File: src/aqu_pkg.sv
`timescale 1ns / 1ps
// ----------------------------------------------------------------------------
// aqu_pkg
// Shared types, codes and defaults of the activation quantizer unit.
// ----------------------------------------------------------------------------
package aqu_pkg;

   // default geometry
   localparam int CENTER_SLOTS = 4;
   localparam int DATA_WIDTH   = 16;
   localparam int FRAC_BITS    = 12;

   // fixed register geometry
   localparam int TABLE_WIDTH  = 64;
   localparam int RAW_COUNT_W  = 3;
   localparam int COUNT_W      = 4;
   localparam int CSR_ADDR_W   = 3;

   // register indexes
   localparam logic [CSR_ADDR_W-1:0] CSR_FORWARD_MODE   = 3'd0;
   localparam logic [CSR_ADDR_W-1:0] CSR_BACKWARD_MODE  = 3'd1;
   localparam logic [CSR_ADDR_W-1:0] CSR_NEGATIVE_SLOPE = 3'd2;
   localparam logic [CSR_ADDR_W-1:0] CSR_CLIP_THRESHOLD = 3'd3;
   localparam logic [CSR_ADDR_W-1:0] CSR_CENTER_COUNT   = 3'd4;
   localparam logic [CSR_ADDR_W-1:0] CSR_CENTER_TABLE   = 3'd5;

   // reset values
   localparam logic [RAW_COUNT_W-1:0] CENTER_COUNT_RESET = 3'd1;
   localparam logic [TABLE_WIDTH-1:0] CENTER_TABLE_RESET = 64'd4096;

   typedef enum logic [1:0] {
      FWD_SIGN     = 2'd0,
      FWD_HARDTANH = 2'd1,
      FWD_HWGQ     = 2'd2,
      FWD_LEAKY    = 2'd3
   } fwd_mode_type;

   typedef enum logic {
      BWD_CLIP  = 1'b0,
      BWD_LEAKY = 1'b1
   } bwd_mode_type;

   typedef enum logic {
      REQ_FORWARD  = 1'b0,
      REQ_BACKWARD = 1'b1
   } req_kind_type;

   // static controls from the register file
   typedef struct packed {
      fwd_mode_type         fwd_mode;
      bwd_mode_type         bwd_mode;
      logic [COUNT_W-1:0]   center_count;   // clamped to 1..slots
   } ctrl_type;

   // compare results from the first stage
   typedef struct packed {
      logic x_pos;
      logic x_gt_one;
      logic x_lt_mone;
      logic clip_pass;
      logic over_thr;
   } flags_type;

   // result selection for the last stage
   typedef struct packed {
      logic use_prod;
      logic zero;
   } sel_type;

endpackage

File: src/aqu_csr.sv
`timescale 1ns / 1ps
// ----------------------------------------------------------------------------
// aqu_csr
// Configuration registers, center count clamp and center table unpacking.
// ----------------------------------------------------------------------------
module aqu_csr #(
   parameter int DW    = aqu_pkg::DATA_WIDTH,
   parameter int SLOTS = aqu_pkg::CENTER_SLOTS
) (
   input  logic                              clock,
   input  logic                              reset,
   input  logic                              csr_we,
   input  logic [aqu_pkg::CSR_ADDR_W-1:0]    csr_addr,
   input  logic [aqu_pkg::TABLE_WIDTH-1:0]   csr_wdata,
   output aqu_pkg::ctrl_type                 ctrl,
   output logic signed [DW-1:0]              slope,
   output logic [DW-2:0]                     thr,
   output logic signed [DW-1:0]              centers [SLOTS]
);

   aqu_pkg::fwd_mode_type                 fwd_mode_ff;
   aqu_pkg::bwd_mode_type                 bwd_mode_ff;
   logic signed [DW-1:0]                  slope_ff;
   logic [DW-2:0]                         thr_ff;
   logic [aqu_pkg::RAW_COUNT_W-1:0]       count_ff;
   logic [aqu_pkg::TABLE_WIDTH-1:0]       table_ff;
   logic [aqu_pkg::COUNT_W-1:0]           count_wide;

   always_ff @(posedge clock) begin
      if (reset) begin
         fwd_mode_ff <= aqu_pkg::FWD_SIGN;
         bwd_mode_ff <= aqu_pkg::BWD_CLIP;
         slope_ff    <= '0;
         thr_ff      <= '0;
         count_ff    <= aqu_pkg::CENTER_COUNT_RESET;
         table_ff    <= aqu_pkg::CENTER_TABLE_RESET;
      end else if (csr_we) begin
         unique case (csr_addr)
            aqu_pkg::CSR_FORWARD_MODE: begin
               fwd_mode_ff <= aqu_pkg::fwd_mode_type'(csr_wdata[1:0]);
            end
            aqu_pkg::CSR_BACKWARD_MODE: begin
               bwd_mode_ff <= aqu_pkg::bwd_mode_type'(csr_wdata[0]);
            end
            aqu_pkg::CSR_NEGATIVE_SLOPE: begin
               slope_ff <= csr_wdata[DW-1:0];
            end
            aqu_pkg::CSR_CLIP_THRESHOLD: begin
               thr_ff <= csr_wdata[DW-2:0];
            end
            aqu_pkg::CSR_CENTER_COUNT: begin
               count_ff <= csr_wdata[aqu_pkg::RAW_COUNT_W-1:0];
            end
            aqu_pkg::CSR_CENTER_TABLE: begin
               table_ff <= csr_wdata;
            end
            default: begin
            end
         endcase
      end
   end

   // zero acts as one, anything above the slot count as the slot count
   assign count_wide = aqu_pkg::COUNT_W'(count_ff);

   always_comb begin
      ctrl.fwd_mode = fwd_mode_ff;
      ctrl.bwd_mode = bwd_mode_ff;
      if (count_ff == '0) begin
         ctrl.center_count = aqu_pkg::COUNT_W'(1);
      end else if (count_wide > aqu_pkg::COUNT_W'(SLOTS)) begin
         ctrl.center_count = aqu_pkg::COUNT_W'(SLOTS);
      end else begin
         ctrl.center_count = count_wide;
      end
   end

   assign slope = slope_ff;
   assign thr   = thr_ff;

   // slots past the end of the table read as zero
   for (genvar j = 0; j < SLOTS; j++) begin : g_center
      assign centers[j] = DW'(table_ff >> (DW * j));
   end

endmodule

File: src/aqu_cmp_stage.sv
`timescale 1ns / 1ps
// ----------------------------------------------------------------------------
// aqu_cmp_stage
// Stage one: input capture with all range, clip and center-midpoint compares.
// ----------------------------------------------------------------------------
module aqu_cmp_stage #(
   parameter int DW    = aqu_pkg::DATA_WIDTH,
   parameter int FRAC  = aqu_pkg::FRAC_BITS,
   parameter int SLOTS = aqu_pkg::CENTER_SLOTS
) (
   input  logic                   clock,
   input  logic                   reset,
   input  logic                   in_valid,
   output logic                   in_ready,
   input  aqu_pkg::req_kind_type  in_kind,
   input  logic signed [DW-1:0]   in_x,
   input  logic signed [DW-1:0]   in_g,
   input  aqu_pkg::ctrl_type      ctrl,
   input  logic [DW-2:0]          thr,
   input  logic signed [DW-1:0]   centers [SLOTS],
   output logic                   out_valid,
   input  logic                   out_ready,
   output aqu_pkg::req_kind_type  out_kind,
   output logic signed [DW-1:0]   out_x,
   output logic signed [DW-1:0]   out_g,
   output aqu_pkg::flags_type     out_flags,
   output logic [SLOTS-1:0]       out_pick
);

   localparam longint ONE_L = 64'sd1 <<< FRAC;

   logic                  valid_ff, valid_in;
   aqu_pkg::req_kind_type kind_ff;
   logic signed [DW-1:0]  x_ff, g_ff;
   aqu_pkg::flags_type    flags_ff, flags_in;
   logic [SLOTS-1:0]      pick_ff, pick_in, hit, last;
   logic signed [DW:0]    x_ext, thr_ext;
   logic signed [DW+1:0]  twice_x;
   longint                x_l;

   assign in_ready = !valid_ff || out_ready;
   assign valid_in = in_ready ? in_valid : valid_ff;

   assign x_l     = longint'(in_x);
   assign x_ext   = (DW+1)'(in_x);
   assign thr_ext = $signed({2'b00, thr});
   assign twice_x = $signed({in_x[DW-1], in_x, 1'b0});

   always_comb begin
      flags_in.x_pos     = in_x > 0;
      flags_in.x_gt_one  = x_l > ONE_L;
      flags_in.x_lt_mone = x_l < -ONE_L;
      flags_in.clip_pass = (thr == '0) || ((x_ext >= -thr_ext) && (x_ext <= thr_ext));
      flags_in.over_thr  = (thr != '0) && (x_ext > thr_ext);
   end

   // hit: x at or below the midpoint of centers j and j+1 (2x against their sum), in range
   for (genvar j = 0; j < SLOTS; j++) begin : g_pick
      if (j < SLOTS - 1) begin : g_pair
         logic signed [DW+1:0] mid_sum;
         assign mid_sum = (DW+2)'(centers[j]) + (DW+2)'(centers[j+1]);
         assign hit[j]  = (twice_x <= mid_sum) &&
                          (aqu_pkg::COUNT_W'(j + 1) < ctrl.center_count);
      end else begin : g_end
         assign hit[j] = 1'b0;
      end
      assign last[j] = ctrl.center_count == aqu_pkg::COUNT_W'(j + 1);
   end

   assign pick_in = hit | last;

   always_ff @(posedge clock) begin
      if (reset) begin
         valid_ff <= 1'b0;
      end else begin
         valid_ff <= valid_in;
      end
   end

   always_ff @(posedge clock) begin
      if (in_valid && in_ready) begin
         kind_ff  <= in_kind;
         x_ff     <= in_x;
         g_ff     <= in_g;
         flags_ff <= flags_in;
         pick_ff  <= pick_in;
      end
   end

   assign out_valid = valid_ff;
   assign out_kind  = kind_ff;
   assign out_x     = x_ff;
   assign out_g     = g_ff;
   assign out_flags = flags_ff;
   assign out_pick  = pick_ff;

endmodule

File: src/aqu_mul_stage.sv
`timescale 1ns / 1ps
// ----------------------------------------------------------------------------
// aqu_mul_stage
// Stage two: slope product and selection of the non-product result.
// ----------------------------------------------------------------------------
module aqu_mul_stage #(
   parameter int DW    = aqu_pkg::DATA_WIDTH,
   parameter int FRAC  = aqu_pkg::FRAC_BITS,
   parameter int SLOTS = aqu_pkg::CENTER_SLOTS
) (
   input  logic                    clock,
   input  logic                    reset,
   input  logic                    in_valid,
   output logic                    in_ready,
   input  aqu_pkg::req_kind_type   in_kind,
   input  logic signed [DW-1:0]    in_x,
   input  logic signed [DW-1:0]    in_g,
   input  aqu_pkg::flags_type      in_flags,
   input  logic [SLOTS-1:0]        in_pick,
   input  aqu_pkg::ctrl_type       ctrl,
   input  logic signed [DW-1:0]    slope,
   input  logic signed [DW-1:0]    centers [SLOTS],
   output logic                    out_valid,
   input  logic                    out_ready,
   output logic signed [2*DW-1:0]  out_prod,
   output logic signed [DW-1:0]    out_base,
   output aqu_pkg::sel_type        out_sel
);

   localparam longint MAX_L   = (64'sd1 <<< (DW - 1)) - 64'sd1;
   localparam longint MIN_L   = -MAX_L - 64'sd1;
   localparam longint ONE_L   = 64'sd1 <<< FRAC;
   localparam longint ONE_P_L = (ONE_L > MAX_L) ? MAX_L : ONE_L;
   localparam longint ONE_N_L = (-ONE_L < MIN_L) ? MIN_L : -ONE_L;
   localparam logic signed [DW-1:0] ONE_POS = DW'(ONE_P_L);
   localparam logic signed [DW-1:0] ONE_NEG = DW'(ONE_N_L);
   localparam logic signed [DW-1:0] MAX_V   = DW'(MAX_L);
   localparam logic signed [DW-1:0] MIN_V   = DW'(MIN_L);

   logic                   valid_ff, valid_in;
   logic signed [2*DW-1:0] prod_ff, prod_in;
   logic signed [DW-1:0]   base_ff, base_in;
   aqu_pkg::sel_type       sel_ff, sel_in;
   logic signed [DW-1:0]   operand, center_sel, neg_slope;

   assign in_ready = !valid_ff || out_ready;
   assign valid_in = in_ready ? in_valid : valid_ff;

   assign operand   = (in_kind == aqu_pkg::REQ_BACKWARD) ? in_g : in_x;
   assign prod_in   = slope * operand;
   assign neg_slope = (slope == MIN_V) ? MAX_V : -slope;

   // lowest picked slot wins
   always_comb begin
      center_sel = centers[0];
      for (int j = SLOTS - 1; j >= 0; j--) begin
         if (in_pick[j]) begin
            center_sel = centers[j];
         end
      end
   end

   always_comb begin
      base_in         = in_x;
      sel_in.use_prod = 1'b0;
      sel_in.zero     = 1'b0;
      if (in_kind == aqu_pkg::REQ_FORWARD) begin
         unique case (ctrl.fwd_mode)
            aqu_pkg::FWD_SIGN: begin
               base_in = in_x[DW-1] ? ONE_NEG : ONE_POS;
            end
            aqu_pkg::FWD_HARDTANH: begin
               if (in_flags.x_gt_one) begin
                  base_in = ONE_POS;
               end else if (in_flags.x_lt_mone) begin
                  base_in = ONE_NEG;
               end else begin
                  base_in = in_x;
               end
            end
            aqu_pkg::FWD_HWGQ: begin
               base_in = in_flags.x_pos ? center_sel : neg_slope;
            end
            aqu_pkg::FWD_LEAKY: begin
               base_in         = in_x;
               sel_in.use_prod = !in_flags.x_pos;
            end
         endcase
      end else begin
         unique case (ctrl.bwd_mode)
            aqu_pkg::BWD_CLIP: begin
               base_in     = in_g;
               sel_in.zero = !in_flags.clip_pass;
            end
            aqu_pkg::BWD_LEAKY: begin
               base_in         = in_g;
               sel_in.use_prod = !in_flags.x_pos;
               sel_in.zero     = in_flags.over_thr;
            end
         endcase
      end
   end

   always_ff @(posedge clock) begin
      if (reset) begin
         valid_ff <= 1'b0;
      end else begin
         valid_ff <= valid_in;
      end
   end

   always_ff @(posedge clock) begin
      if (in_valid && in_ready) begin
         prod_ff <= prod_in;
         base_ff <= base_in;
         sel_ff  <= sel_in;
      end
   end

   assign out_valid = valid_ff;
   assign out_prod  = prod_ff;
   assign out_base  = base_ff;
   assign out_sel   = sel_ff;

endmodule

File: src/aqu_round_stage.sv
`timescale 1ns / 1ps
// ----------------------------------------------------------------------------
// aqu_round_stage
// Stage three: product rounding and saturation, final select, output register.
// ----------------------------------------------------------------------------
module aqu_round_stage #(
   parameter int DW   = aqu_pkg::DATA_WIDTH,
   parameter int FRAC = aqu_pkg::FRAC_BITS
) (
   input  logic                    clock,
   input  logic                    reset,
   input  logic                    in_valid,
   output logic                    in_ready,
   input  logic signed [2*DW-1:0]  in_prod,
   input  logic signed [DW-1:0]    in_base,
   input  aqu_pkg::sel_type        in_sel,
   output logic                    out_valid,
   input  logic                    out_ready,
   output logic [DW-1:0]           out_result
);

   localparam int     SUM_W  = (2 * DW + 1 > FRAC + 2) ? 2 * DW + 1 : FRAC + 2;
   localparam longint HALF_L = (64'sd1 <<< FRAC) >>> 1;
   localparam logic signed [SUM_W-1:0] HALF  = SUM_W'(HALF_L);
   localparam logic signed [SUM_W-1:0] MAX_S = SUM_W'((64'sd1 <<< (DW - 1)) - 64'sd1);
   localparam logic signed [SUM_W-1:0] MIN_S = -MAX_S - SUM_W'(1);

   logic                   valid_ff, valid_in;
   logic [DW-1:0]          result_ff, result_in;
   logic signed [SUM_W-1:0] sum, scaled;
   logic signed [DW-1:0]   prod_sat;

   assign in_ready = !valid_ff || out_ready;
   assign valid_in = in_ready ? in_valid : valid_ff;

   // round to nearest, ties up, by floor of (p + half)
   assign sum    = SUM_W'(in_prod) + HALF;
   assign scaled = sum >>> FRAC;

   always_comb begin
      if (scaled > MAX_S) begin
         prod_sat = DW'(MAX_S);
      end else if (scaled < MIN_S) begin
         prod_sat = DW'(MIN_S);
      end else begin
         prod_sat = DW'(scaled);
      end
   end

   always_comb begin
      priority if (in_sel.zero) begin
         result_in = '0;
      end else if (in_sel.use_prod) begin
         result_in = prod_sat;
      end else begin
         result_in = in_base;
      end
   end

   always_ff @(posedge clock) begin
      if (reset) begin
         valid_ff <= 1'b0;
      end else begin
         valid_ff <= valid_in;
      end
   end

   always_ff @(posedge clock) begin
      if (in_valid && in_ready) begin
         result_ff <= result_in;
      end
   end

   assign out_valid  = valid_ff;
   assign out_result = result_ff;

endmodule

File: src/activation_quantizer_unit.sv
`timescale 1ns / 1ps
// ----------------------------------------------------------------------------
// activation_quantizer_unit
// Element-wise activation quantizer and gradient unit on signed fixed point.
// ----------------------------------------------------------------------------
// One beat in, one beat out. A forward beat maps x through sign, hard tanh,
// the half-wave Gaussian quantizer or leaky ReLU; a backward beat turns the
// upstream gradient into the input gradient by clip pass or leaky ReLU
// slope. The datapath is three register stages (compares, slope multiply,
// round and saturate into the output register); one beat is accepted every
// cycle while the result side keeps taking, and each stage holds one beat
// and moves on as soon as the stage after it has room. The user must write
// registers on the csr port only while nothing is in flight; the block
// does not enforce this. They take effect on the next beat.
module activation_quantizer_unit #(
   parameter int CENTER_SLOTS = aqu_pkg::CENTER_SLOTS,
   parameter int DATA_WIDTH   = aqu_pkg::DATA_WIDTH,
   parameter int FRAC_BITS    = aqu_pkg::FRAC_BITS,
   localparam int REQ_W = ((2 * DATA_WIDTH + 7) / 8) * 8,
   localparam int RSP_W = ((DATA_WIDTH + 7) / 8) * 8
) (
   input  logic                               clock,
   input  logic                               reset,
   // request channel
   input  logic                               req_tvalid,
   output logic                               req_tready,
   input  logic [REQ_W-1:0]                   req_tdata,   // value_in, grad_in
   input  logic [0:0]                         req_tuser,   // req_type
   // result channel
   output logic                               rsp_tvalid,
   input  logic                               rsp_tready,
   output logic [RSP_W-1:0]                   rsp_tdata,   // result_value
   // register write port
   input  logic                               csr_we,
   input  logic [aqu_pkg::CSR_ADDR_W-1:0]     csr_addr,
   input  logic [aqu_pkg::TABLE_WIDTH-1:0]    csr_wdata
);

   localparam int DW = DATA_WIDTH;

   // register file outputs
   aqu_pkg::ctrl_type      ctrl;
   logic signed [DW-1:0]   slope;
   logic [DW-2:0]          thr;
   logic signed [DW-1:0]   centers [CENTER_SLOTS];

   // stage one to two
   logic                   s1_valid, s1_ready;
   aqu_pkg::req_kind_type  s1_kind;
   logic signed [DW-1:0]   s1_x, s1_g;
   aqu_pkg::flags_type     s1_flags;
   logic [CENTER_SLOTS-1:0] s1_pick;

   // stage two to three
   logic                   s2_valid, s2_ready;
   logic signed [2*DW-1:0] s2_prod;
   logic signed [DW-1:0]   s2_base;
   aqu_pkg::sel_type       s2_sel;

   logic [DW-1:0]          result;

   aqu_csr #(
      .DW    (DW),
      .SLOTS (CENTER_SLOTS)
   ) u_csr (
      .clock     (clock),
      .reset     (reset),
      .csr_we    (csr_we),
      .csr_addr  (csr_addr),
      .csr_wdata (csr_wdata),
      .ctrl      (ctrl),
      .slope     (slope),
      .thr       (thr),
      .centers   (centers)
   );

   // compares and center midpoint tests
   aqu_cmp_stage #(
      .DW    (DW),
      .FRAC  (FRAC_BITS),
      .SLOTS (CENTER_SLOTS)
   ) u_cmp (
      .clock     (clock),
      .reset     (reset),
      .in_valid  (req_tvalid),
      .in_ready  (req_tready),
      .in_kind   (aqu_pkg::req_kind_type'(req_tuser[0])),
      .in_x      (req_tdata[DW-1:0]),
      .in_g      (req_tdata[2*DW-1:DW]),
      .ctrl      (ctrl),
      .thr       (thr),
      .centers   (centers),
      .out_valid (s1_valid),
      .out_ready (s1_ready),
      .out_kind  (s1_kind),
      .out_x     (s1_x),
      .out_g     (s1_g),
      .out_flags (s1_flags),
      .out_pick  (s1_pick)
   );

   // slope multiply and mode select
   aqu_mul_stage #(
      .DW    (DW),
      .FRAC  (FRAC_BITS),
      .SLOTS (CENTER_SLOTS)
   ) u_mul (
      .clock     (clock),
      .reset     (reset),
      .in_valid  (s1_valid),
      .in_ready  (s1_ready),
      .in_kind   (s1_kind),
      .in_x      (s1_x),
      .in_g      (s1_g),
      .in_flags  (s1_flags),
      .in_pick   (s1_pick),
      .ctrl      (ctrl),
      .slope     (slope),
      .centers   (centers),
      .out_valid (s2_valid),
      .out_ready (s2_ready),
      .out_prod  (s2_prod),
      .out_base  (s2_base),
      .out_sel   (s2_sel)
   );

   // round, saturate, output register
   aqu_round_stage #(
      .DW   (DW),
      .FRAC (FRAC_BITS)
   ) u_round (
      .clock      (clock),
      .reset      (reset),
      .in_valid   (s2_valid),
      .in_ready   (s2_ready),
      .in_prod    (s2_prod),
      .in_base    (s2_base),
      .in_sel     (s2_sel),
      .out_valid  (rsp_tvalid),
      .out_ready  (rsp_tready),
      .out_result (result)
   );

   // zero fill up to whole bytes
   assign rsp_tdata = RSP_W'(result);

`ifndef ASSERT_OFF
   // a draining result side must leave room for a new beat at the input
   a_full_rate: assert property (@(posedge clock) disable iff (reset)
      rsp_tready |-> req_tready)
      else $error("request side stalled while result side drains");

   // an unbounded clip threshold must let every beat pass the clip test
   a_clip_open: assert property (@(posedge clock) disable iff (reset)
      (s1_valid && thr == '0) |-> s1_flags.clip_pass)
      else $error("clip test failed with no threshold set");

   // at least one center slot ends the hwgq search
   a_pick_end: assert property (@(posedge clock) disable iff (reset)
      s1_valid |-> (s1_pick != '0))
      else $error("hwgq center pick is empty");

   // pipeline comes out of reset empty
   a_reset_empty: assert property (@(posedge clock)
      (!reset && $past(reset)) |-> !rsp_tvalid)
      else $error("result valid right after reset");
`endif

endmodule
File: config.mk
export PLATFORM = sky130hd
export DESIGN_NAME = activation_quantizer_unit
export DESIGN_NICKNAME = d
export VERILOG_FILES = /design/src/aqu_pkg.sv /design/src/aqu_csr.sv /design/src/aqu_cmp_stage.sv /design/src/aqu_mul_stage.sv /design/src/aqu_round_stage.sv /design/src/activation_quantizer_unit.sv
export SDC_FILE = /design/constraint.sdc
export NUM_CORES = 1
export LEC_CHECK = 0
export BUFFER_PORTS_ARGS = -buffer_cell sky130_fd_sc_hd__clkbuf_2
export CORE_MARGIN = 2
export CORE_UTILIZATION = 35
export CTS_CLUSTER_SIZE = 30
export DETAILED_ROUTE_END_ITERATION = 6
export GPL_TIMING_DRIVEN = 1
export PLACE_DENSITY = 0.48
export SLEW_MARGIN = 20
export SYNTH_ARGS = -nofsm -noshare
export SYNTH_HDL_FRONTEND = slang
export SYNTH_SLANG_ARGS = --single-unit
File: constraint.sdc
create_clock -name clock -period 11.36 [get_ports clock]
set_clock_uncertainty 0.15 [all_clocks]
set_input_delay 0 -clock clock [delete_from_list [all_inputs] [get_ports clock]]
set_output_delay 0 -clock clock [all_outputs]
set_load 0.03 [all_outputs]
# --- Yosys cells after proc, flatten, opt, wreduce, memory -nomap -nowiden ---
# Index checks and enable logic that the tools add are counted.
totals:
  out_inout_bits: 18
  reg_bits: 212
  in_bits: 105
  word_cells: 109
classes:
  reduce_logical: 28
  n_addsub: 6
  mux: 21
  n_eq_ne: 13
  n_bitwise: 2
  n_mul: 1
  magnitude_cmp: 15
ops:
  columns: ["op", "n"]
  rows:
  - ["two-way mux 16 bit", 14]
  - ["case mux 16 bit (4 select lines)", 1]
  - ["adder 16 x 16 -> 17 bit", 3]
  - ["<= comparator 17 bit", 3]
  - ["adder 32 x 13 -> 33 bit (second input constant)", 1]
  - ["multiplier 16 x 16 -> 32 bit", 1]
  - ["> comparator 21 x 16 -> 1 bit (second input constant)", 1]
  - ["< comparator 21 x 16 -> 1 bit (second input constant)", 1]
  - ["greater-or-equal comparator 16 x 17 -> 1 bit", 1]
  - ["negation 15 -> 17 bit", 1]
  - ["== test 16 bit (second input constant)", 1]
  - ["> comparator 16 x 1 -> 1 bit (second input constant)", 1]
  - ["> comparator 16 x 14 -> 1 bit (second input constant)", 1]
  - ["> comparator 16 bit", 1]
  - ["<= comparator 16 bit", 1]
  - ["< comparator 16 x 13 -> 1 bit (second input constant)", 1]
  - ["negation 16 bit", 1]
  - ["logical NOT 15 bit", 1]
  - ["nonzero test 15 bit", 1]
  - ["AND reduction 2 bit", 6]
  - ["== test 4 x 2 -> 1 bit (second input constant)", 2]
  - ["logical AND 1 bit", 8]
  - ["< comparator 2 x 4 -> 1 bit (first input constant)", 2]
  - ["== test 3 x 2 -> 1 bit (second input constant)", 2]
  - ["18 further kinds", 30]

# --- Depth between registers and ports, before layout ---
# Gate-level depths: netlist of the first run.
logic_depth:
  depth_word: 7
  ltp_mapped: 27
  depth_no_buf: 23

# --- Cells and area by module ---
# Synthesis of the first run repeated with hierarchy kept, for this count alone.
hier_totals:
  cells_unflattened: 2564
  hier_area_um2: 24365.9
modules_own_cells:
  columns: ["mod", "instances", "seq_area_each_um2", "area_per_inst_um2", "cells_per_inst"]
  rows:
  - ["aqu_mul_stage", 1, 1521.5, 13135.1, 1418]
  - ["aqu_cmp_stage", 1, 1281.2, 5403.9, 585]
  - ["aqu_csr", 1, 2021.9, 4421.7, 412]
  - ["aqu_round_stage", 1, 500.5, 1405.1, 149]

# --- Worst setup path before layout of the first run ---
# No wires, ideal clock.
synth_timing:
  path_kind: "reg2reg"
  from: "register u_cmp.kind_ff (netlist: u_cmp.out_kind)"
  to: "register u_mul.prod_ff[31] (netlist: u_mul.out_prod[31]), data pin"
  required_ns: 11.073
  setup_slack_ns: 4.477
  setup_ns: 0.137
  synth_period_minus_slack_ns: 6.883
  stages_incl_launch_ff: 25
  n_path_buf: 4
  arrival_time_ns: 6.596
  path_cell_list: "edfxtp_1 -> buf_6 -> buf_2 -> buf_2 -> mux2i_1 -> clkbuf_1 -> nor2_1 -> fa_1 -> inv_1 -> fa_1 -> inv_1 -> fa_1 -> fa_1 -> fa_1 -> inv_1 -> fa_1 -> inv_1 -> ha_1 -> a21oi_1 -> o21ai_0 -> nand2_1 -> a21boi_0 -> or4_1 -> mux2_2 -> nand4_1"
synth_via:
  elab_chain_len: 2
synth_lines:
  columns: ["item", "line_no", "rtl"]
  rows:
  - ["start, declared", "aqu_cmp_stage.sv:33", "aqu_pkg::req_kind_type kind_ff;"]
  - ["start signal, assigned", "aqu_cmp_stage.sv:82", "kind_ff <= in_kind;"]
  - ["two-way mux 16 bit", "aqu_mul_stage.sv:49", "assign operand = (in_kind == aqu_pkg::REQ_BACKWARD) ? in_g : in_x;"]
  - ["multiplier 16 x 16 -> 32 bit", "aqu_mul_stage.sv:50", "assign prod_in = slope * operand;"]
  - ["named net u_mul.prod_in[31]", "aqu_mul_stage.sv:41", "logic signed [2*DW-1:0] prod_ff, prod_in;"]
  - ["end signal, assigned", "aqu_mul_stage.sv:114", "prod_ff <= prod_in;"]
  - ["end, declared", "aqu_mul_stage.sv:41", null]
# The timed path passes the listed nets, and every way through them passes these cells.
# A chain may end at the register's enable or synchronous reset.

# --- Worst setup path after layout of the first run ---
layout_timing:
  from: "register u_cmp.kind_ff (netlist: u_cmp.out_kind)"
  to: "register u_mul.prod_ff[30] (netlist: u_mul.out_prod[30]), data pin"
# Same word-level chain as after synthesis.

==> results of run 1 <==
==> layout make-up <==
type	instances	area, um2
Tap cell	864	1080
Clock inverter	13	130
Clock buffer	35	716
Sequential cell	201	4990
Fill cell	6630	38800
Multi-Input combinational cell	1921	16400
Inverter	373	1400
Timing Repair Buffer	280	2140
==> logic make-up after synthesis <==
family	after synthesis	synth area share, %
adders and majority gates	473	34.1
muxes	61	2.76
buffers and inverters	480	7.93
xor gates and xnor gates	102	3.85
and+or+nand+nor	830	17.0
DFF	201	21.6
AOI/OAI and AO/OA	455	12.8
==> metal layers <==
metal / vias to the layer above / wire, um / GRT usage [%]
met4: 0 / 2580 / 6.98
li1: 8971 / - / -
met3: 101 / 2890 / 2.09
met5: - / 0 / 0
met1: 9257 / 32500 / 28.4
met2: 456 / 33800 / 36.5
==> registers in the layout, summed over array words and instances (netlist names) <==
name	flops
u_round.out_result	16
u_cmp.out_pick	4
u_csr.count_ff	3
u_cmp.out_x	16
u_mul.out_sel	2
u_cmp.out_flags	5
u_csr.bwd_mode_ff	1
u_cmp.out_kind	1
u_mul.out_prod	21
u_round.out_valid	1
u_csr.fwd_mode_ff	2
u_csr.slope	16
u_cmp.out_g	16
u_csr.thr	15
u_mul.out_base	16
u_cmp.out_valid	1
u_csr.table_ff	64
u_mul.out_valid	1
==> what timing repair did <==
item | in CTS | in global routing
hold endpoints to repair | 141 | 0
hold buffers | 138 | 0
setup buffers | 0 | 0
==> metrics by stage <==
step / setup slack, ns / hold WS (ns)
CTS: 3.92 / 0.000839
global route: 3.53 / 0.0167
global placement: 4.11 / 0.0298
finish: 3.97 / 0.0184
detailed placement: 3.91 / 0.0286
floorplan: 4.48 / -0.0511
==> cells in the mapped netlist (all sizes together), types with 3 or more instances <==
master   count  area share (%)
a211oi      22            0.73
dfxtp      104             9.0
and4         6            0.23
or2          8            0.22
and2        49             1.3
o21a        32             1.0
nand2      400             6.5
a21o        38             1.2
nand2b      25            0.67
nand3b       4            0.13
or3          6            0.18
nand3       27            0.60
a31oi        9            0.24
nor2       128             2.1
buf         14            0.38
o22ai        5            0.13
inv        373             6.0
a32oi        3            0.11
o211ai      25             1.0
edfxtp      97              13
o21ai       60             1.3
ha         209              11
clkbuf      93             1.5
a31o         4            0.15
a21boi       4            0.13
mux2        11            0.53
nand4       23            0.62
and3        11            0.30
nor4        16            0.65
a221o       12            0.52
o21bai      17            0.60
o41ai        4            0.22
xnor2       56             2.1
a211o        3            0.11
xor2        46             1.7
a2111oi      3            0.20
mux2i       50             2.2
nor3        22            0.48
a21oi      187             4.1
nor2b       95             2.6
fa         264              23
o31ai       11            0.36
==> worst min path at each step <==
stage / start / end / slack (ns) / cells after the start
6_report: req_tdata[31] / u_cmp.out_g[15]$_DFFE_PP_ / 0.02 / 2
3_5_place_dp: req_tdata[29] / u_cmp.out_g[13]$_DFFE_PP_ / 0.03 / 1
2_1_floorplan: req_tdata[16] / u_cmp.out_g[0]$_DFFE_PP_ / -0.05 / 0
4_1_cts: req_tdata[24] / u_cmp.out_g[8]$_DFFE_PP_ / 0.0008 / 2
5_1_grt: req_tdata[24] / u_cmp.out_g[8]$_DFFE_PP_ / 0.02 / 2
3_3_place_gp: req_tdata[30] / u_cmp.out_g[14]$_DFFE_PP_ / 0.03 / 1
==> critical path: stages, from the launching register on <==
cell and delay (ns):
edfxtp_1 0.31, buf_4 0.41, mux2i_2 0.87, nor2_1 0.14, fa_1 0.57, inv_1 0.06
fa_1 0.53, inv_1 0.04, ha_1 0.21, fa_1 0.53, inv_1 0.05, fa_1 0.46
fa_1 0.54, inv_1 0.04, ha_1 0.29, o21ai_0 0.53, o21ba_2 0.26, o21ai_1 0.15
nor4_4 0.42, nor2_2 0.12, a2111oi_4 0.33, xnor2_1 0.12
==> power groups by stage <==
stage                     clock network [uW]  logic [uW]  registers [uW]
after floorplan                            0         589             868
after global placement                     0         810             891
after detailed placement                   0         818             891
after CTS                                856         855             876
after global routing                     884         956             883
final                                    836         848             877
==> summary.md, run 1 <==
| Metric | Value |
|---|---|
| Async SR Flop Fraction | 0% |
| Clock share of power | 32.7% |
| Vias in the first global route | 19570 |
| # DRC | 0 |
| Internal Power | 1650 uW |
| Max VDD drop | 0.103 mV |
| Placed Instances | 3501 |
| Worst-Margin Slew | 1.02 ns |
| DRT iter0 DRCs | 1171 |
| CTS root buf | clkbuf_16 |
| FF-to-FF Start | u_cmp.out_kind$_DFFE_PP_ |
| Cell area after layout | 26800 um2 |
| Max-Cap Viols | 0 |
| Mean Syn Cell Area | 8.91 um2 |
| Final worst path period need | 7.39 ns |
| Initial antenna violation count | 1 |
| Chip width | 261 um |
| Clk_lat worst skew | 0.56 ns |
| Net Sw Frac | 35.6% |
| Antenna diode count | 0 |
| Post_cts resized | 0 |
| Port bufs | 122 |
| Clock Sinks | 201 |
| Core ar. | 65600 um2 |
| CTS H-tree lvls | 1 |
| Synthesized area | 23200 um2 |
| Largest net degree at the start of global routing | 75 |
| Max_slew headroom | 32.2% |
| First-pass GRT wire length | 112 mm |
| Placed Area | 24600 um2 |
| FMAX | 135 MHz |
| Vias/cell | 5.09 |
| Reg-to-reg endpoint | u_mul.out_prod[30]$_DFFE_PP_ |
| Placed wire-length estimate | 57.1 mm |
| Final setup viols | 0 |
| Highest-count cells in the layout ignoring fill and taps | nand2_1, inv_1, fa_1 |
| Worst Setup Path Type | reg -> reg |
| Mapped Nets | 3180 |
| CTS tree | done |
| Net Sw Power | 913 uW |
| Pwr Density | 95.4 nW/um2 |
| Status | finished clean |
| All-layer global routing usage | 21.4% |
| Synth unique cells | 83 |
| Total CTS buffers | 26 |
| GPL Wtd Cong | 0.869 |
| Worst-path fanout max | 40 |
| Final hold violations | 0 |
| Vias | 18785 |
| Non-filler cells in the finished layout | 3687 |
| CTS clk-pin slew, worst paths | 0.06 ns |
| Overflow after GRT | 0 |
| Setup TNS | 0 ns |
| DIE HEIGHT | 261 um |
| Final net count | 3381 |
| Ports | 123 |
| #FFs+latches synth | 201 |
| Yosys Warn Count | 0 |
| TritonRoute pass-1 iters | 5 |
| Worst EP arrival | 7.55 ns |
| CTS max path bufs | 3 |
| Pwr Total | 2560 uW |
| Period utilization | 65.1% |
| Routed Wire Length | 71.7 mm |
| CP endpoint | u_mul.out_prod[30]$_DFFE_PP_ |
| Num rows | 94 |
| Layout cells sized above 1 | 8.64% |
| Post-synth EDFFs | 97 |
| Wire per inst | 19.5 um |
| Worst setup startpoint | u_cmp.out_kind$_DFFE_PP_ |
| Required time of the critical path | 11.51 ns |
| Logic pwr share | 33.1% |
| Area delta synth->final | 15.8% |
| Initial Utilization | 35.3% |
| Cells after Synth | 2602 |
| Startpoint class of the critical path | flip-flop |
| Die area | 68300 um2 |
| Pleak | 0.0120 uW |
| RSZ-0062 raised after global routing | no |
| Critical Path Sink Type | flip-flop |
| Most common cell after layout, fill and taps aside | nand2_1 |
| Final Slew Violations | 0 |
| Register area share after synthesis | 21.6% |
| Layout Utilization | 40.9% |
| Sequential Power Share | 34.2% |
| Hold Path Class | in -> reg |
| R2R setup slack | 3.97 ns |
| Antenna-violating nets left | 0 |
| Register-to-Register Path Depth | 21 |
| Synth Flop Type | dfxtp_1 |
No activity file was read; power rests on OpenSTA's default activity.
==> inputs of run 2 (changes only) <==
--- a/config.mk
+++ b/config.mk
@@ -11,7 +11,7 @@
 export CTS_CLUSTER_SIZE = 30
 export DETAILED_ROUTE_END_ITERATION = 6
 export GPL_TIMING_DRIVEN = 1
-export PLACE_DENSITY = 0.48
+export PLACE_DENSITY = 0.49
 export SLEW_MARGIN = 20
 export SYNTH_ARGS = -nofsm -noshare
 export SYNTH_HDL_FRONTEND = slang
==> constraint.sdc (replaced) <==
create_clock -name clock -period 6.26 [get_ports clock]
set_clock_uncertainty 0.15 [all_clocks]
set_input_delay 0 -clock clock [delete_from_list [all_inputs] [get_ports clock]]
set_output_delay 0 -clock clock [all_outputs]
set_load 0.03 [all_outputs]
==> summary.md, run 2 (synthesized netlist as in run 1, its figures left out) <==
| Metric | Value |
|---|---|
| Total CTS buffers | 27 |
| Final setup margin | -0.273 ns |
| Max FFs per register | 64 |
| CTS H-tree lvls | 1 |
| Max_slew headroom | 26.9% |
| DIE HEIGHT | 261 um |
| Net Sw Frac | 35.1% |
| TritonRoute pass-1 iters | 5 |
| CTS max path bufs | 3 |
| Max-Cap Viols | 0 |
| All-layer global routing usage | 21.6% |
| Placed Area | 25900 um2 |
| Worst EP arrival | 6.67 ns |
| Chip width | 261 um |
| Hold Path Class | in -> reg |
| Worst setup startpoint | u_cmp.out_kind$_DFFE_PP_ |
| Largest net degree at the start of global routing | 74 |
| CTS clk-pin slew, worst paths | 0.06 ns |
| Vias in the first global route | 20322 |
| Place WS | -0.483 ns |
| FMAX | 153 MHz |
| Cell area after layout | 28700 um2 |
| Port bufs | 122 |
| Required time of the critical path | 6.40 ns |
| FF-to-FF Start | u_cmp.out_kind$_DFFE_PP_ |
| Area delta synth->final | 23.7% |
| Worst-path fanout max | 13 |
| Antenna-violating nets left | 0 |
| Vias | 19399 |
| RSZ-0062 raised after global routing | yes |
| Clock Sinks | 201 |
| First-pass GRT wire length | 113 mm |
| GPL Wtd Cong | 0.872 |
| DRT iter0 DRCs | 989 |
| Routed Wire Length | 73.1 mm |
| Net Sw Power | 1740 uW |
| Setup TNS | -2.18 ns |
| Final hold violations | 0 |
| Highest-count cells in the layout ignoring fill and taps | nand2_1, inv_1, fa_1 |
| Die area | 68300 um2 |
| CTS tree | done |
| Internal Power | 3220 uW |
| Layout cells sized above 1 | 15.7% |
| Critical Path Sink Type | flip-flop |
| Sequential Power Share | 32.1% |
| Logic pwr share | 38.5% |
| Core ar. | 65600 um2 |
| Period utilization | 104% |
| Final Slew Violations | 0 |
| Pleak | 0.0130 uW |
| Register with the most flip-flops | u_csr.table_ff |
| Critical hold path startpoint | req_tdata[25] |
| Final setup viols | 12 |
| Wire per inst | 18.9 um |
| Initial antenna violation count | 0 |
| Worst-Margin Slew | 1.09 ns |
| Failing checks | negative setup slack |
| Overflow after GRT | 0 |
| Startpoint class of the critical path | flip-flop |
| Status | complete, but fails checks |
| Ports | 123 |
| # DRC | 0 |
| Layout Utilization | 43.7% |
| Pwr Density | 173 nW/um2 |
| Max VDD drop | 0.212 mV |
| Worst Setup Path Type | reg -> reg |
| Clock share of power | 29.4% |
| Num rows | 94 |
| Final worst path period need | 6.53 ns |
| Vias/cell | 5.03 |
| Placed wire-length estimate | 59.1 mm |
| Clk_lat worst skew | 0.55 ns |
| Most common cell after layout, fill and taps aside | nand2_1 |
| Initial Utilization | 35.3% |
| CTS root buf | clkbuf_16 |
| Final net count | 3553 |
## run 2: layout make-up
type	instances	area [um2]
Antenna cell	1	2.50
Clock buffer	35	716
Clock inverter	14	108
Fill cell	6486	37000
Inverter	373	1400
Multi-Input combinational cell	1922	16800
Sequential cell	201	4990
Tap cell	864	1080
Timing Repair Buffer	450	3560
## run 2: worst max-delay path, stage by stage (launching register included)
cell and delay (ns):
edfxtp_1 0.42, buf_12 0.18, buf_4 0.17, mux2_4 0.36, and2_1 0.22, fa_2 0.66, fa_2 0.49, fa_1 0.54
inv_1 0.05, fa_1 0.55, inv_1 0.06, fa_1 0.53, inv_1 0.06, fa_1 0.53, inv_1 0.07, ha_4 0.25
and2_1 0.16, nand3_1 0.18, nor2_1 0.12, a2111oi_4 0.38, xnor2_1 0.11
## run 2: routing by layer
| metal | global-route usage (%) | part of all wire [%] | vias up |
|---|---|---|---|
| li1 | - | - | 9313 |
| met1 | 27.7 | 44 | 9513 |
| met2 | 38.0 | 48 | 456 |
| met3 | 2.35 | 4.2 | 117 |
| met4 | 7.23 | 3.6 | 0 |
| met5 | 0 | 0 | - |
## run 2: through the flow
stage               std cells  hold slack, ns  total power [uW]
global placement         3640          0.0296              3340
detailed placement       3640          0.0286              3360
CTS                      3843         0.00156              4950
global route             3859          0.0216              5270
floorplan                2602         -0.0511              2710
finish                   3860          0.0352              4950
## run 2: repair_timing
action	4_1_cts	5_1_grt
cloned	1	0
gates resized for setup	28	29
pin swaps	11	18
buffers inserted	11	16
hold buffers	142	0
endpoints found under the setup margin	15	20
endpoints found under the hold margin	140	0
## run 2: path summary, 6_finish.rpt
| kind | cells past startpoint | to | slack [ns] |
|---|---|---|---|
| setup reg to reg | 20 | u_mul.out_prod[30]$_DFFE_PP_ | -0.27 |
| hold reg to reg | 2 | u_csr.thr[14]$_SDFFE_PP0P_ | 0.32 |
| hold / removal | 2 | u_cmp.out_g[9]$_DFFE_PP_ | 0.04 |
| setup / recovery | 20 | u_mul.out_prod[30]$_DFFE_PP_ | -0.27 |
## run 2: power by group through the flow
stage / clock network, uW / logic, uW / registers [uW]
after floorplan: 0 / 1140 / 1580
after global placement: 0 / 1720 / 1610
after detailed placement: 0 / 1750 / 1610
after CTS: 1490 / 1870 / 1590
after global routing: 1540 / 2130 / 1600
final: 1450 / 1910 / 1590
==> inputs of run 3 (changes only) <==
--- a/config.mk
+++ b/config.mk
@@ -7,11 +7,11 @@
 export LEC_CHECK = 0
 export BUFFER_PORTS_ARGS = -buffer_cell sky130_fd_sc_hd__clkbuf_2
 export CORE_MARGIN = 2
-export CORE_UTILIZATION = 35
+export CORE_UTILIZATION = 40
 export CTS_CLUSTER_SIZE = 30
 export DETAILED_ROUTE_END_ITERATION = 6
 export GPL_TIMING_DRIVEN = 1
-export PLACE_DENSITY = 0.49
+export PLACE_DENSITY = 0.55
 export SLEW_MARGIN = 20
 export SYNTH_ARGS = -nofsm -noshare
 export SYNTH_HDL_FRONTEND = slang
==> summary.md, run 3 (synthesized netlist as in run 1, its figures left out) <==
| Metric | Value |
|---|---|
| WHS Path Cells | 2 |
| Highest-count cells in the layout ignoring fill and taps | nand2_1, inv_1, fa_1 |
| Num rows | 88 |
| Final net count | 3542 |
| Critical Path Sink Type | flip-flop |
| Vias/cell | 5.21 |
| Cell area after layout | 28800 um2 |
| Worst Setup Path Type | reg -> reg |
| All-layer global routing usage | 24.1% |
| Max-Cap Viols | 0 |
| Overflow after GRT | 0 |
| Final setup viols | 10 |
| Most common cell after layout, fill and taps aside | nand2_1 |
| Clk_lat worst skew | 0.55 ns |
| Register-to-Register Path Depth | 22 |
| CTS max path bufs | 3 |
| Register with the most flip-flops | u_csr.table_ff |
| Placed wire-length estimate | 56.8 mm |
| Period utilization | 105% |
| Initial Utilization | 40.3% |
| Final hold violations | 0 |
| Layout cells sized above 1 | 17.7% |
| Pwr Total | 5050 uW |
| Required time of the critical path | 6.52 ns |
| DIE HEIGHT | 245 um |
| Core ar. | 57500 um2 |
| RSZ-0062 raised after global routing | yes |
| Pleak | 0.0130 uW |
| Max FFs per register | 64 |
| Layout fillers | 5467 |
| Chip width | 245 um |
| Final setup margin | -0.317 ns |
| TritonRoute pass-1 iters | 5 |
| CTS H-tree lvls | 1 |
| # DRC | 0 |
| Initial antenna violation count | 0 |
| Pwr Density | 175 nW/um2 |
| Die area | 59900 um2 |
| Failing checks | negative setup slack |
| Max_slew headroom | 30.8% |
| WHS Endpoint | u_cmp.out_g[1]$_DFFE_PP_ |
| Vias | 19520 |
| Area delta synth->final | 24.3% |
| R2R setup slack | -0.32 ns |
| Wire per inst | 19.2 um |
| Port bufs | 122 |
| Routed Wire Length | 71.9 mm |
| Antenna-violating nets left | 0 |
| Worst-Margin Slew | 1.03 ns |
| Worst EP arrival | 6.83 ns |
| Startpoint class of the critical path | flip-flop |
| Placed Area | 25800 um2 |
| Final worst path period need | 6.58 ns |
| Vias in the first global route | 20517 |
| CTS clk-pin slew, worst paths | 0.06 ns |
| FF-to-FF Start | u_cmp.out_kind$_DFFE_PP_ |
| Max VDD drop | 0.182 mV |
| Critical hold path startpoint | req_tdata[17] |
| Largest net degree at the start of global routing | 80 |
| Status | complete, but fails checks |
| First-pass GRT wire length | 113 mm |
| CTS root buf | clkbuf_16 |
| Antenna diode count | 0 |
| GPL Wtd Cong | 0.901 |
| DRT iter0 DRCs | 1255 |
| Reg-to-reg endpoint | u_mul.out_prod[31]$_DFFE_PP_ |
| Hold Path Class | in -> reg |
| FMAX | 152 MHz |
| Clock Sinks | 201 |
| Worst-path fanout max | 9 |
| Ports | 123 |
| Total CTS buffers | 24 |
| CTS tree | done |
| Final Slew Violations | 0 |
-- run 3: critical path, stage by stage (launching register included) --
cell and delay [ns]:
edfxtp_1 0.45, buf_12 0.19, buf_6 0.14, mux2_4 0.36, and2_1 0.22, fa_2 0.61
buf_4 0.13, fa_2 0.45, fa_1 0.55, inv_1 0.06, fa_1 0.54, inv_1 0.06
fa_1 0.53, inv_1 0.05, fa_1 0.54, inv_1 0.07, ha_4 0.26, and2_4 0.16
nand2_1 0.06, a21boi_1 0.08, or4_1 0.42, mux2_2 0.27, nand4_1 0.08
-- run 3: power by group --
part | switching, uW | internal, uW | leakage (uW)
sequential | 96.4 | 1490 | 0.00177
clock | 595 | 864 | 0.000392
combinational | 1090 | 908 | 0.0108
total | 1780 | 3260 | 0.0130
-- run 3: how the worst max path moves through the flow --
stage	from	to	slack [ns]	depth (start not counted)
floorplan	u_cmp.out_kind$_DFFE_PP_	u_mul.out_prod[30]$_DFFE_PP_	-0.06	25
global placement	u_cmp.out_kind$_DFFE_PP_	u_mul.out_prod[31]$_DFFE_PP_	-0.35	22
detailed placement	u_cmp.out_kind$_DFFE_PP_	u_mul.out_prod[31]$_DFFE_PP_	-0.44	22
CTS	u_cmp.out_kind$_DFFE_PP_	u_mul.out_prod[31]$_DFFE_PP_	-0.31	24
global route	u_cmp.out_kind$_DFFE_PP_	u_mul.out_prod[31]$_DFFE_PP_	-0.53	24
finish	u_cmp.out_kind$_DFFE_PP_	u_mul.out_prod[31]$_DFFE_PP_	-0.32	22
-- run 3: routing by layer --
metal  vias up  GRT usage (%)  wire length, um
li1       9292              -                -
met4         0           7.21             2470
met3       111           1.97             3280
met5         -              0                0
met1      9613           31.5            31200
met2       504           42.6            35000
-- run 3: per-stage QoR --
stage	setup slack (ns)	cells	hold slack [ns]	setup TNS, ns	util, %
final	-0.317	3746	0.0260	-1.36	50.1
after CTS	-0.307	3732	0.00586	-1.71	49.3
after detailed placement	-0.444	3544	0.0306	-4.08	44.9
after global routing	-0.525	3746	0.0267	-4.93	50.1
after global placement	-0.349	3544	0.0286	-2.94	44.9
after floorplan	-0.0572	2602	-0.0511	-0.101	-
-- run 3: final cells by class --
type	count	area, um2	share of cell area (%)
timing repair buffer	440	3550	12.3
multi-input combinational	1924	17100	59.4
sequential	201	4990	17.3
clock inverter	12	123	0.426
clock buffer	31	691	2.40
inverter	373	1400	4.86
tap	765	957	3.32
-- run 3: what timing repair did --
item / 4_1_cts / 5_1_grt
endpoints found under the hold margin: 140 / 0
hold buffers: 129 / 0
cloned: 2 / 2
buffers inserted: 14 / 12
endpoints found under the setup margin: 18 / 20
pin swaps: 26 / 18
resized for setup: 63 / 82
